**config.mk**
```make
export PLATFORM = sky130hd
export DESIGN_NAME = i2c_master_register_transfer_top_flat
export DESIGN_NICKNAME = d
export VERILOG_FILES = /design/src/rtl/i2cm_pkg.sv /design/src/rtl/i2cm_stream_if.sv /design/src/rtl/i2cm_cfg_regs.sv /design/src/rtl/i2cm_sequencer.sv /design/src/rtl/i2c_master_register_transfer_top.sv /design/src/flat_wrapper.sv
export VERILOG_INCLUDE_DIRS = /design/src /design/src/rtl
export SDC_FILE = /design/constraint.sdc
export NUM_CORES = 1
export LEC_CHECK = 0
export BUFFER_PORTS_ARGS = -buffer_cell sky130_fd_sc_hd__buf_2
export CORE_ASPECT_RATIO = 1.1
export CORE_MARGIN = 2
export CORE_UTILIZATION = 35
export CTS_CLUSTER_SIZE = 28
export DETAILED_ROUTE_END_ITERATION = 8
export GPL_TIMING_DRIVEN = 0
export PLACE_DENSITY_LB_ADDON = 0.05
export SLEW_MARGIN = 25
export SYNTH_ARGS = -nofsm -noshare
export SYNTH_HDL_FRONTEND = slang
export SYNTH_SLANG_ARGS = --single-unit
```
**constraint.sdc**
```tcl
create_clock -name clk -period 6.35 [get_ports clk]
set_input_delay 1.27 -clock clk [delete_from_list [all_inputs] [get_ports clk]]
set_output_delay 1.27 -clock clk [all_outputs]
set_load 0.02 [all_outputs]
```
**src/rtl/i2c_master_register_transfer_top_assert.svh**
```systemverilog
// Assertion macros used by the sequencer.
`ifndef I2C_MASTER_REGISTER_TRANSFER_TOP_ASSERT_SVH
`define I2C_MASTER_REGISTER_TRANSFER_TOP_ASSERT_SVH
// Implication checked on every rising clock edge outside reset.
`define I2CM_ASSERT_IMP(label, clk, rst_n, ante, cons, msg) \
  label: assert property (@(posedge clk) disable iff (!rst_n) (ante) |-> (cons)) \
    else $error(msg);
// Next-cycle implication checked outside reset.
`define I2CM_ASSERT_NXT(label, clk, rst_n, ante, cons, msg) \
  label: assert property (@(posedge clk) disable iff (!rst_n) (ante) |=> (cons)) \
    else $error(msg);
`endif

```
**src/rtl/i2cm_pkg.sv**
```systemverilog
// ----------------------------------------------------------------------------
// i2cm_pkg
// Types and constants of the I2C register transfer master.
// ----------------------------------------------------------------------------
package i2cm_pkg;
  localparam int unsigned MAX_LEN_DEF = 255;
  localparam int unsigned CFG_AW = 4;

  localparam logic [1:0] REQ_TICK = 2'd0;
  localparam logic [1:0] REQ_READ = 2'd1;
  localparam logic [1:0] REQ_WRITE = 2'd2;
  localparam logic [1:0] REQ_RECOVER = 2'd3;

  localparam logic [2:0] ST_OK = 3'd0;
  localparam logic [2:0] ST_BUS_BUSY = 3'd1;
  localparam logic [2:0] ST_ADDR_NACK = 3'd2;
  localparam logic [2:0] ST_OFF_NACK = 3'd3;
  localparam logic [2:0] ST_DATA_NACK = 3'd4;
  localparam logic [2:0] ST_STOP_FAIL = 3'd5;

  localparam logic [1:0] REG_HALF = 2'd0;
  localparam logic [1:0] REG_WA = 2'd1;
  localparam logic [1:0] REG_WB = 2'd2;
  localparam logic [1:0] REG_WC = 2'd3;

  typedef struct packed {
    logic [1:0]  req_type;
    logic [7:0]  dev_addr;
    logic [15:0] reg_offset;
    logic [7:0]  xfer_length;
    logic [7:0]  wr_data;
    logic        wr_data_valid;
    logic        scl_in;
    logic        sda_in;
  } in_word_t;

  typedef struct packed {
    logic       scl_pull_low;
    logic       sda_pull_low;
    logic [7:0] rd_data;
    logic       rd_valid;
    logic       wr_data_taken;
    logic       busy_res;
    logic       done_res;
    logic [2:0] status;
  } out_word_t;

  typedef struct packed {
    logic [15:0] half_period;
    logic [7:0]  wide_a;
    logic [7:0]  wide_b;
    logic [7:0]  wide_c;
  } cfg_t;

  typedef enum logic [12:0] {
    P_IDLE      = 13'b0000000000001,
    P_ST_A      = 13'b0000000000010,
    P_ST_B      = 13'b0000000000100,
    P_ST_C      = 13'b0000000001000,
    P_BIT_LOW   = 13'b0000000010000,
    P_BIT_HIGH  = 13'b0000000100000,
    P_WAIT_DATA = 13'b0000001000000,
    P_SP_A      = 13'b0000010000000,
    P_SP_B      = 13'b0000100000000,
    P_SP_C      = 13'b0001000000000,
    P_SP_D      = 13'b0010000000000,
    P_REC_HI    = 13'b0100000000000,
    P_REC_LO    = 13'b1000000000000
  } phase_t;

  typedef enum logic [5:0] {
    S_ADDR_W = 6'b000001,
    S_OFF_HI = 6'b000010,
    S_OFF_LO = 6'b000100,
    S_DATA_W = 6'b001000,
    S_ADDR_R = 6'b010000,
    S_DATA_R = 6'b100000
  } stage_t;
endpackage

```
**src/rtl/i2cm_stream_if.sv**
```systemverilog
// ----------------------------------------------------------------------------
// i2cm_stream_if
// Valid/ready channel carrying one word of a given type.
// ----------------------------------------------------------------------------
interface i2cm_stream_if #(parameter type word_t = logic) ();
  logic  valid;
  logic  ready;
  word_t data;
  modport source (output valid, output data, input ready);
  modport sink (input valid, input data, output ready);
endinterface

```
**src/rtl/i2cm_cfg_regs.sv**
```systemverilog
// ----------------------------------------------------------------------------
// i2cm_cfg_regs
// APB-style register file for timing and wide-offset device addresses.
// ----------------------------------------------------------------------------
module i2cm_cfg_regs (
  input  logic                        clk,
  input  logic                        rst_n,
  input  logic                        psel,
  input  logic                        penable,
  input  logic                        pwrite,
  input  logic [i2cm_pkg::CFG_AW-1:0] paddr,
  input  logic [31:0]                 pwdata,
  output logic [31:0]                 prdata,
  output logic                        pready,
  output i2cm_pkg::cfg_t              cfg
);
  import i2cm_pkg::*;

  cfg_t       cfg_r;
  logic       wr_en;
  logic [1:0] idx;

  assign pready = 1'b1;
  assign wr_en  = psel && penable && pwrite;
  assign idx    = paddr[3:2];
  assign cfg    = cfg_r;

  always_ff @(posedge clk) begin
    if (!rst_n) begin
      cfg_r <= '{half_period: 16'd5, wide_a: 8'd0, wide_b: 8'd0, wide_c: 8'd0};
    end else if (wr_en) begin
      case (idx)
        REG_HALF: cfg_r.half_period <= pwdata[15:0];
        REG_WA:   cfg_r.wide_a <= pwdata[7:0];
        REG_WB:   cfg_r.wide_b <= pwdata[7:0];
        REG_WC:   cfg_r.wide_c <= pwdata[7:0];
        default:  cfg_r <= cfg_r;
      endcase
    end
  end

  always_comb begin
    case (idx)
      REG_HALF: prdata = {16'd0, cfg_r.half_period};
      REG_WA:   prdata = {24'd0, cfg_r.wide_a};
      REG_WB:   prdata = {24'd0, cfg_r.wide_b};
      REG_WC:   prdata = {24'd0, cfg_r.wide_c};
      default:  prdata = 32'd0;
    endcase
  end
endmodule

```
**src/rtl/i2cm_sequencer.sv**
```systemverilog
// ----------------------------------------------------------------------------
// i2cm_sequencer
// One tick of the I2C bus sequencer: state update and result word.
// ----------------------------------------------------------------------------
module i2cm_sequencer #(
  parameter int unsigned MAX_LEN = i2cm_pkg::MAX_LEN_DEF
) (
  input  logic                clk,
  input  logic                rst_n,
  input  logic                step,
  input  i2cm_pkg::in_word_t  in_w,
  input  i2cm_pkg::cfg_t      cfg,
  output i2cm_pkg::out_word_t res
);
  import i2cm_pkg::*;
  `include "i2c_master_register_transfer_top_assert.svh"

  localparam int unsigned LW = $clog2(MAX_LEN + 1);
  localparam logic [7:0] LEN_CAP = (MAX_LEN > 255) ? 8'hFF : 8'(MAX_LEN);

  phase_t      phase_r, phase_nxt;
  stage_t      stage_r, stage_nxt;
  logic [16:0] tick_r, tick_nxt;
  logic [3:0]  bit_r, bit_nxt;
  logic [7:0]  shift_r, shift_nxt;
  logic [7:0]  left_r, left_nxt;
  logic        wide_r, wide_nxt;
  logic [7:0]  dev_r, dev_nxt;
  logic [15:0] off_r, off_nxt;
  logic        rd_r, rd_nxt;
  logic [2:0]  code_r, code_nxt;
  logic        scl_r, scl_nxt, sda_r, sda_nxt;
  logic [16:0] tinc;
  logic [16:0] hp;
  logic        tdone;
  logic [7:0]  rdd;
  logic        rdv, taken, done;
  logic [LW:0] nlen;

  assign hp    = (cfg.half_period == 16'd0) ? 17'd1 : {1'b0, cfg.half_period};
  assign tinc  = tick_r + 17'd1;
  assign tdone = (tinc >= hp);

  always_comb begin
    logic [3:0] bi;
    logic [7:0] nb;
    phase_nxt = phase_r; stage_nxt = stage_r; tick_nxt = tick_r; bit_nxt = bit_r;
    shift_nxt = shift_r; left_nxt = left_r; wide_nxt = wide_r; dev_nxt = dev_r;
    off_nxt = off_r; rd_nxt = rd_r; code_nxt = code_r; scl_nxt = scl_r;
    sda_nxt = sda_r; rdd = 8'd0; rdv = 1'b0; taken = 1'b0; done = 1'b0;
    nlen = '0; bi = 4'd0; nb = 8'd0;
    // Timer advances in every timed phase, held while SCL is stretched; it clears on expiry.
    if (phase_r != P_IDLE && phase_r != P_WAIT_DATA &&
        !(phase_r == P_BIT_HIGH && !in_w.scl_in)) begin
      tick_nxt = tdone ? 17'd0 : tinc;
    end
    case (phase_r)
      P_IDLE: begin
        if (in_w.req_type == REQ_READ || in_w.req_type == REQ_WRITE) begin
          nlen = (in_w.xfer_length > LEN_CAP) ? (LW+1)'(LEN_CAP)
                                                : (LW+1)'(in_w.xfer_length);
          rd_nxt = (in_w.req_type == REQ_READ);
          if (rd_nxt && nlen == '0) nlen = (LW+1)'(1);
          dev_nxt = in_w.dev_addr; off_nxt = in_w.reg_offset;
          wide_nxt = (in_w.dev_addr == cfg.wide_a) || (in_w.dev_addr == cfg.wide_b) ||
                     (in_w.dev_addr == cfg.wide_c);
          left_nxt = 8'(nlen);
          code_nxt = ST_OK; stage_nxt = S_ADDR_W; phase_nxt = P_ST_A;
          tick_nxt = '0; sda_nxt = 1'b0;
        end else if (in_w.req_type == REQ_RECOVER) begin
          code_nxt = ST_OK; phase_nxt = P_REC_HI; tick_nxt = '0;
          scl_nxt = 1'b0; sda_nxt = 1'b0;
        end
      end
      P_ST_A: if (tdone) begin scl_nxt = 1'b0; phase_nxt = P_ST_B; end
      P_ST_B: if (tdone) begin
        if (in_w.scl_in && in_w.sda_in) begin sda_nxt = 1'b1; phase_nxt = P_ST_C; end
        else begin
          if (code_r == ST_OK) code_nxt = ST_BUS_BUSY;
          phase_nxt = P_SP_A; tick_nxt = '0; scl_nxt = 1'b1;
        end
      end
      P_ST_C: if (tdone) begin
        shift_nxt = (stage_r == S_ADDR_R) ? (dev_r | 8'h01) : (dev_r & 8'hFE);
        bit_nxt = 4'd0;
      end
      P_BIT_LOW: if (tdone) begin scl_nxt = 1'b0; phase_nxt = P_BIT_HIGH; end
      P_BIT_HIGH: if (in_w.scl_in && tdone) begin
        scl_nxt = 1'b1;
        if (bit_r < 4'd8) begin
          if (stage_r == S_DATA_R) begin
            shift_nxt = {shift_r[6:0], in_w.sda_in};
            if (bit_r == 4'd7) begin rdv = 1'b1; rdd = shift_nxt; end
          end
          bit_nxt = bit_r + 4'd1;
        end else if (stage_r != S_DATA_R) begin
          if (in_w.sda_in) begin
            if (code_r == ST_OK) begin
              if (stage_r == S_ADDR_W || stage_r == S_ADDR_R) code_nxt = ST_ADDR_NACK;
              else if (stage_r == S_OFF_HI || stage_r == S_OFF_LO) code_nxt = ST_OFF_NACK;
              else code_nxt = ST_DATA_NACK;
            end
            phase_nxt = P_SP_A; tick_nxt = '0;
          end else begin
            bit_nxt = 4'd0;
            case (stage_r)
              S_ADDR_W: begin
                stage_nxt = wide_r ? S_OFF_HI : S_OFF_LO;
                shift_nxt = wide_r ? off_r[15:8] : off_r[7:0];
              end
              S_OFF_HI: begin stage_nxt = S_OFF_LO; shift_nxt = off_r[7:0]; end
              S_OFF_LO: begin
                if (rd_r) begin
                  stage_nxt = S_ADDR_R; phase_nxt = P_ST_A; tick_nxt = '0;
                  sda_nxt = 1'b0;
                end else if (left_r == 8'd0) begin
                  phase_nxt = P_SP_A; tick_nxt = '0;
                end else begin phase_nxt = P_WAIT_DATA; tick_nxt = '0; end
              end
              S_DATA_W: begin
                left_nxt = left_r - 8'd1;
                phase_nxt = (left_nxt == 8'd0) ? P_SP_A : P_WAIT_DATA;
                tick_nxt = '0;
              end
              default: begin stage_nxt = S_DATA_R; shift_nxt = 8'd0; end
            endcase
          end
        end else begin
          left_nxt = left_r - 8'd1;
          if (left_nxt == 8'd0) begin phase_nxt = P_SP_A; tick_nxt = '0; end
          else begin bit_nxt = 4'd0; shift_nxt = 8'd0; end
        end
      end
      P_WAIT_DATA: begin
        scl_nxt = 1'b1;
        if (in_w.wr_data_valid) begin
          shift_nxt = in_w.wr_data; taken = 1'b1; stage_nxt = S_DATA_W; bit_nxt = 4'd0;
        end
      end
      P_SP_A: if (tdone) begin sda_nxt = 1'b1; phase_nxt = P_SP_B; end
      P_SP_B: if (tdone) begin scl_nxt = 1'b0; phase_nxt = P_SP_C; end
      P_SP_C: if (tdone) begin
        if (in_w.scl_in && !in_w.sda_in) begin sda_nxt = 1'b0; phase_nxt = P_SP_D; end
        else begin
          if (code_r == ST_OK) code_nxt = ST_STOP_FAIL;
          phase_nxt = P_IDLE; tick_nxt = '0; scl_nxt = 1'b0; sda_nxt = 1'b0; done = 1'b1;
        end
      end
      P_SP_D: if (tdone) begin
        if (code_r == ST_OK && !(in_w.scl_in && in_w.sda_in)) code_nxt = ST_STOP_FAIL;
        phase_nxt = P_IDLE; tick_nxt = '0; scl_nxt = 1'b0; sda_nxt = 1'b0; done = 1'b1;
      end
      P_REC_HI: if (tdone) begin
        if (in_w.sda_in) begin phase_nxt = P_SP_A; tick_nxt = '0; scl_nxt = 1'b1; end
        else begin scl_nxt = 1'b1; phase_nxt = P_REC_LO; end
      end
      P_REC_LO: if (tdone) begin scl_nxt = 1'b0; phase_nxt = P_REC_HI; end
      default: begin
        phase_nxt = P_IDLE; tick_nxt = '0; scl_nxt = 1'b0; sda_nxt = 1'b0; done = 1'b1;
      end
    endcase
    // Entering a stop or a bit low phase: SCL low; for a bit, SDA from the byte, ACK or NACK slot.
    if (phase_nxt == P_SP_A && phase_r != P_SP_A) scl_nxt = 1'b1;
    if ((phase_r == P_ST_C && tdone) ||
        (phase_r == P_WAIT_DATA && in_w.wr_data_valid) ||
        (phase_r == P_BIT_HIGH && in_w.scl_in && tdone && phase_nxt == P_BIT_HIGH)) begin
      bi = bit_nxt; nb = shift_nxt;
      phase_nxt = P_BIT_LOW; tick_nxt = '0; scl_nxt = 1'b1;
      if (stage_nxt == S_DATA_R) sda_nxt = (bi >= 4'd8) && (left_nxt > 8'd1);
      else if (bi < 4'd8) sda_nxt = !nb[3'(4'd7 - bi)];
      else sda_nxt = 1'b0;
    end
  end

  always_ff @(posedge clk) begin
    if (!rst_n) begin
      phase_r <= P_IDLE; stage_r <= S_ADDR_W; tick_r <= '0; bit_r <= '0;
      shift_r <= '0; left_r <= '0; wide_r <= 1'b0; dev_r <= '0; off_r <= '0;
      rd_r <= 1'b0; code_r <= ST_OK; scl_r <= 1'b0; sda_r <= 1'b0;
    end else if (step) begin
      phase_r <= phase_nxt; stage_r <= stage_nxt; tick_r <= tick_nxt; bit_r <= bit_nxt;
      shift_r <= shift_nxt; left_r <= left_nxt; wide_r <= wide_nxt; dev_r <= dev_nxt;
      off_r <= off_nxt; rd_r <= rd_nxt; code_r <= code_nxt; scl_r <= scl_nxt;
      sda_r <= sda_nxt;
    end
  end

  assign res = '{scl_pull_low: scl_nxt, sda_pull_low: sda_nxt, rd_data: rdd,
                 rd_valid: rdv, wr_data_taken: taken,
                 busy_res: (phase_nxt != P_IDLE), done_res: done, status: code_nxt};

  `I2CM_ASSERT_IMP(a_onehot, clk, rst_n, 1'b1, $onehot(phase_r), "phase not one-hot")
  `I2CM_ASSERT_IMP(a_bitcnt, clk, rst_n, 1'b1, bit_r <= 4'd8, "bit counter overrun")
  `I2CM_ASSERT_NXT(a_done_idle, clk, rst_n, step && done, phase_r == P_IDLE,
                   "done without returning idle")
endmodule

```
**src/rtl/i2c_master_register_transfer_top.sv**
```systemverilog
// ----------------------------------------------------------------------------
// i2c_master_register_transfer_top
// Tick-driven open-drain I2C master for register read and write transfers and bus recovery.
// ----------------------------------------------------------------------------
//  channel  direction  word
//  in_      sink       one tick: request fields, write byte, SCL/SDA samples
//  out_     source     line drives, received byte, strobes, busy/done/status
//  cfg_     APB slave  half period and three wide-offset device addresses
//
// Each tick word is processed combinationally by the sequencer and its result is
// captured in an output register, so a new tick is taken every cycle unless the output stalls.
// The input is ready whenever the output register is empty or being drained.
// A stall on the output side holds the sequencer state unchanged.
// Reset is synchronous and active low; it clears all control state.
// ----------------------------------------------------------------------------
module i2c_master_register_transfer_top #(
  parameter int unsigned MAX_LEN = i2cm_pkg::MAX_LEN_DEF
) (
  input  logic                        clk,
  input  logic                        rst_n,
  i2cm_stream_if.sink                 in_ch,
  i2cm_stream_if.source               out_ch,
  input  logic                        cfg_psel,
  input  logic                        cfg_penable,
  input  logic                        cfg_pwrite,
  input  logic [i2cm_pkg::CFG_AW-1:0] cfg_paddr,
  input  logic [31:0]                 cfg_pwdata,
  output logic [31:0]                 cfg_prdata,
  output logic                        cfg_pready
);
  import i2cm_pkg::*;

  cfg_t      cfg;
  out_word_t res;
  out_word_t out_r;
  logic      out_vld_r;
  logic      step;

  i2cm_cfg_regs u_cfg (
    .clk(clk), .rst_n(rst_n), .psel(cfg_psel), .penable(cfg_penable),
    .pwrite(cfg_pwrite), .paddr(cfg_paddr), .pwdata(cfg_pwdata),
    .prdata(cfg_prdata), .pready(cfg_pready), .cfg(cfg)
  );

  // The sequencer advances exactly on accepted ticks.
  assign in_ch.ready = !out_vld_r || out_ch.ready;
  assign step = in_ch.valid && in_ch.ready;

  i2cm_sequencer #(.MAX_LEN(MAX_LEN)) u_seq (
    .clk(clk), .rst_n(rst_n), .step(step), .in_w(in_ch.data), .cfg(cfg), .res(res)
  );

  always_ff @(posedge clk) begin
    if (!rst_n) begin
      out_vld_r <= 1'b0;
    end else if (step) begin
      out_vld_r <= 1'b1;
    end else if (out_ch.ready) begin
      out_vld_r <= 1'b0;
    end
  end

  always_ff @(posedge clk) begin
    if (step) begin
      out_r <= res;
    end
  end

  assign out_ch.valid = out_vld_r;
  assign out_ch.data  = out_r;
endmodule

```
**src/flat_wrapper.sv**
```systemverilog
// flat-port wrapper written by rule: the top's interface ports become plain ports
module i2c_master_register_transfer_top_flat import i2cm_pkg::*;
#(
  parameter int unsigned MAX_LEN = i2cm_pkg::MAX_LEN_DEF
)
  (clk, rst_n, cfg_psel, cfg_penable, cfg_pwrite, cfg_paddr, cfg_pwdata, cfg_prdata, cfg_pready, in_ch_valid, in_ch_data, in_ch_ready, out_ch_valid, out_ch_data, out_ch_ready);
  i2cm_stream_if #(.word_t(in_word_t)) in_ch_i ();
  i2cm_stream_if #(.word_t(out_word_t)) out_ch_i ();
  input  logic clk;
  input  logic rst_n;
  input  logic cfg_psel;
  input  logic cfg_penable;
  input  logic cfg_pwrite;
  input  logic [i2cm_pkg::CFG_AW-1:0] cfg_paddr;
  input  logic [31:0] cfg_pwdata;
  output logic [31:0] cfg_prdata;
  output logic cfg_pready;
  input wire logic [$bits(in_ch_i.valid)-1:0] in_ch_valid;
  input wire logic [$bits(in_ch_i.data)-1:0] in_ch_data;
  output wire logic [$bits(in_ch_i.ready)-1:0] in_ch_ready;
  output wire logic [$bits(out_ch_i.valid)-1:0] out_ch_valid;
  output wire logic [$bits(out_ch_i.data)-1:0] out_ch_data;
  input wire logic [$bits(out_ch_i.ready)-1:0] out_ch_ready;
  assign in_ch_i.valid = in_ch_valid;
  assign in_ch_i.data = in_ch_data;
  assign in_ch_ready = in_ch_i.ready;
  assign out_ch_valid = out_ch_i.valid;
  assign out_ch_data = out_ch_i.data;
  assign out_ch_i.ready = out_ch_ready;
  i2c_master_register_transfer_top #(.MAX_LEN(MAX_LEN)) u_core (.clk(clk), .rst_n(rst_n), .in_ch(in_ch_i), .out_ch(out_ch_i), .cfg_psel(cfg_psel), .cfg_penable(cfg_penable), .cfg_pwrite(cfg_pwrite), .cfg_paddr(cfg_paddr), .cfg_pwdata(cfg_pwdata), .cfg_prdata(cfg_prdata), .cfg_pready(cfg_pready));
endmodule
```
==> metrics.cfg <==
[power]
power_leakage_nw=4.36
pwrdens_nw_per_um2=211
vdd_ir_drop_max_v=0.000115

[die]
placement_rows=64
die_area_um2=29100
coreArea_um2=27500
die_width_um=163
die_height_um=179
io-pin-count=140
initial_utilization=0.353

[placed_design]
detailed_place_hpwl_um=27800
io_buffer_count=103
placed_area_um2=10800
finalWeightedCongestion=0.947

[critical_path]
endpoint_kind=flop
timing.critical_path.cells=clkbuf_1, nand3_1, nor2_1, and3_1, and3_1, and3_1, xor2_1, ha_1, o21a_1, o21ai_0, a21o_1, clkbuf_1, a21oi_1, clkbuf_1, nand4_1, nand3_1, nor4b_1, a2111oi_2, nand4_1, nand2_1
worst-r2r-cell-count=20
arrival_ns=5.97
rr_endpoint=u_core.out_ch.data[15]$_DFFE_PP_
worst_setup_path_start_kind=flop
worst_ep_required_time_ns=6.51
timing.rr.start=u_core.u_seq.tick_r[2]$_SDFFE_PN0P_
largest_fanout_on_the_critical_path=10
cp_peak_stage_delay_ns=0.69
worst-setup-path-type=flop to flop
ff2ff_setup_slack_ns=0.54
critical_path.slowest_cell=nor4b_1

[clock_tree]
tritoncts_clock_tree=built
post_cts_resized=0
clkTransAtPathRegs_ns=0.07
clk-insertion-delay-late_ns=0.44
cts_hold_repair.buffers=0
inserted_clock_buffers=17
cts_sinks=144
ctsLongestPathBuffers=2
cts-root-buf=clkbuf_16
cts_setup_buffers=0
htreeDepth=4

[yosys]
synth_ff_type=dfxtp_1
synthMostInstantiatedCell=nand2_1
yosys_register_bits=144
syn_area_um2=9720
synth_top_cells_by_area=dfxtp_1 26%, nand2_1 7.0%, edfxtp_1 5.2%
yosys-top-cells-count=181 x nand2_1, 127 x dfxtp_1, 78 x nor2_1, 72 x o21ai_0, 70 x clkbuf_1
post_synthesis_cell_type_count=86
synth_edf_count=17
yosys_warnings=0
synthArstFlopShare=0
yosys.area.top_type_share=0.261
netlist_instances=1239
yosys.area.top_type=dfxtp_1
synth_area_per_cell_um2=7.85
synth_sequential_area_ratio=0.314

[route]
violation_count_after_the_first_detailed_route_iteration=846
vias=9861
viasPerCell=5.63
postRouteWirelength_um=36600
routedWlPerCell_um=20.9
detailedRoute.firstPassIterationCount=5
remaining_drc_errors=0
final_antenna_net_count=0

[timing]
fmax_mhz=172
number_of_endpoints_failing_setup_at_the_final_stage=0
final_hold_viol_count=0
slew-limit-headroom=0.392
layout_worst_path_cycle_share=0.916
timing.clock.skew_ns=0.0149
slew_violations=0
transition_time_at_the_pin_with_the_least_slew_margin_ns=0.912
min_period_ns=5.81
rsz0062_at_grt=false
fin_setup_tns_ns=0

[grt]
grt_max_degree=21
first_pass_grt_wire_length_um=55300
globalRouteTotalUtil=0.252
initial_antenna_violation_count=0
overflow=0
via_count_of_the_first_global_routing_pass=9264

[finish]
final_area_um2=11400
syn_to_final_growth_pct=17.1
final_net_count=1488
antenna-diode-count=0
drive_gt1_frac=0.139
finalCoreUtilization=0.413

[worst_hold_path]
worstHoldPathCells=2
min_path_type=flop to flop
min_from=u_core.u_seq.off_r[12]$_SDFFE_PN0P_
worstHoldEndpoint=u_core.u_seq.off_r[12]$_SDFFE_PN0P_

[run_status]
status=finished, final reports clean

[job]
timing.max_cap.violations=0

worst max-delay path: cells and delay by family, from the launching register on:
kind / cells / cell delay, ns
xor gates and xnor gates: 1 / 0.20
buffers and inverters: 3 / 1.13
AOI/OAI and AO/OA: 5 / 1.00
adders and majority gates: 1 / 0.27
and+or+nand+nor: 10 / 2.64
DFF: 1 / 0.30
registers in the layout, summed over array words and instances, names as in the netlist, 4 cells and up:
signal                flops
u_core.u_cfg.cfg         40
u_core.out_ch.data       17
u_core.u_seq.tick_r      17
u_core.u_seq.off_r       16
u_core.u_seq.phase_r     13
u_core.u_seq.left_r       8
u_core.u_seq.shift_r      8
u_core.u_seq.dev_r        7
u_core.u_seq.stage_r      6
u_core.u_seq.bit_r        4
worst max path at each step:
stage,endpoint,from,slack (ns),depth (start not counted)
6_report,u_core.out_ch.data[15]$_DFFE_PP_,u_core.u_seq.tick_r[2]$_SDFFE_PN0P_,0.54,20
5_1_grt,u_core.out_ch.data[15]$_DFFE_PP_,u_core.u_seq.tick_r[2]$_SDFFE_PN0P_,0.16,20
4_1_cts,u_core.out_ch.data[15]$_DFFE_PP_,u_core.u_seq.tick_r[2]$_SDFFE_PN0P_,0.50,20
3_5_place_dp,u_core.out_ch.data[15]$_DFFE_PP_,u_core.u_seq.tick_r[2]$_SDFFE_PN0P_,0.50,20
3_3_place_gp,u_core.out_ch.data[15]$_DFFE_PP_,u_core.u_seq.tick_r[2]$_SDFFE_PN0P_,0.43,18
2_1_floorplan,u_core.u_seq.sda_r$_SDFFE_PN0P_,u_core.u_seq.tick_r[2]$_SDFFE_PN0P_,1.83,20
kinds of logic after synthesis:
| logic type | Yosys count | share of synthesized area |
|---|---|---|
| other cells | 2 | 0.000772 |
| simple gates | 528 | 0.276 |
| xor+xnor | 47 | 0.0423 |
| fa+ha+maj | 22 | 0.0283 |
| buf+inv | 133 | 0.0597 |
| mux | 36 | 0.0476 |
| flops | 144 | 0.314 |
| compound gates | 327 | 0.231 |
per-stage QoR:
stage / worst slack (ns) / std cells / hold WS, ns / total power [mW]
2_1_floorplan: 1.83 / 1254 / 0.441 / 1.25
3_3_place_gp: 0.429 / 1720 / 0.454 / 1.40
5_1_grt: 0.155 / 1753 / 0.494 / 2.50
6_report: 0.536 / 1753 / 0.463 / 2.41
3_5_place_dp: 0.497 / 1722 / 0.459 / 1.40
4_1_cts: 0.495 / 1753 / 0.467 / 2.42
report_power, final:
part / switching (mW) / internal, mW / total, mW
registers: 0.0253 / 0.954 / 0.980
logic: 0.269 / 0.139 / 0.408
clock network: 0.441 / 0.579 / 1.02
routing by layer:
| metal | global-route usage | routed length [um] | share of wire |
|---|---|---|---|
| met1 | 0.327 | 16300 | 0.44 |
| met2 | 0.417 | 17000 | 0.46 |
| met3 | 0.0423 | 2090 | 0.057 |
| met4 | 0.101 | 1250 | 0.034 |
| met5 | 0 | 0 | 0 |
placed cells by master (no fill, tap or decap), types with 6 or more instances in the layout:
cell type / Yosys / routed
a31oi_1: 10 / 10
a21boi_0: 51 / 51
clkbuf_16: 0 / 18
ha_1: 22 / 22
nor3_1: 34 / 31
o211a_1: 14 / 14
nand2_1: 181 / 181
nor2b_1: 47 / 47
edfxtp_1: 17 / 17
buf_4: 17 / 18
o31ai_1: 6 / 6
a211oi_1: 10 / 10
nand4_1: 19 / 19
nor4_1: 26 / 25
nand3_1: 34 / 34
and2_1: 28 / 28
conb_1: 2 / 17
a221oi_1: 6 / 6
a21oi_1: 61 / 61
and3_1: 11 / 11
buf_1: 8 / 8
o211ai_1: 10 / 10
xor2_1: 24 / 24
o21ai_0: 72 / 71
xnor2_1: 23 / 23
a22oi_1: 18 / 18
inv_1: 32 / 32
mux4_2: 8 / 8
nor2_1: 78 / 77
dfxtp_1: 127 / 127
mux2i_1: 26 / 26
o21a_1: 7 / 7
nand2b_1: 11 / 11
nor3b_1: 12 / 12
clkbuf_1: 70 / 72
buf_2: 2 / 105
cell type report:
| class | instances | area (um2) |
|---|---|---|
| buffer | 99 | 454 |
| clock buffer | 22 | 475 |
| clock inverter | 9 | 98.8 |
| fill | 2922 | 16200 |
| inverter | 34 | 128 |
| multi-input combinational | 977 | 6170 |
| sequential | 144 | 3050 |
| tap | 363 | 454 |
| timing repair buffer | 105 | 551 |
Note: power is estimated with default switching activity, not from simulation.
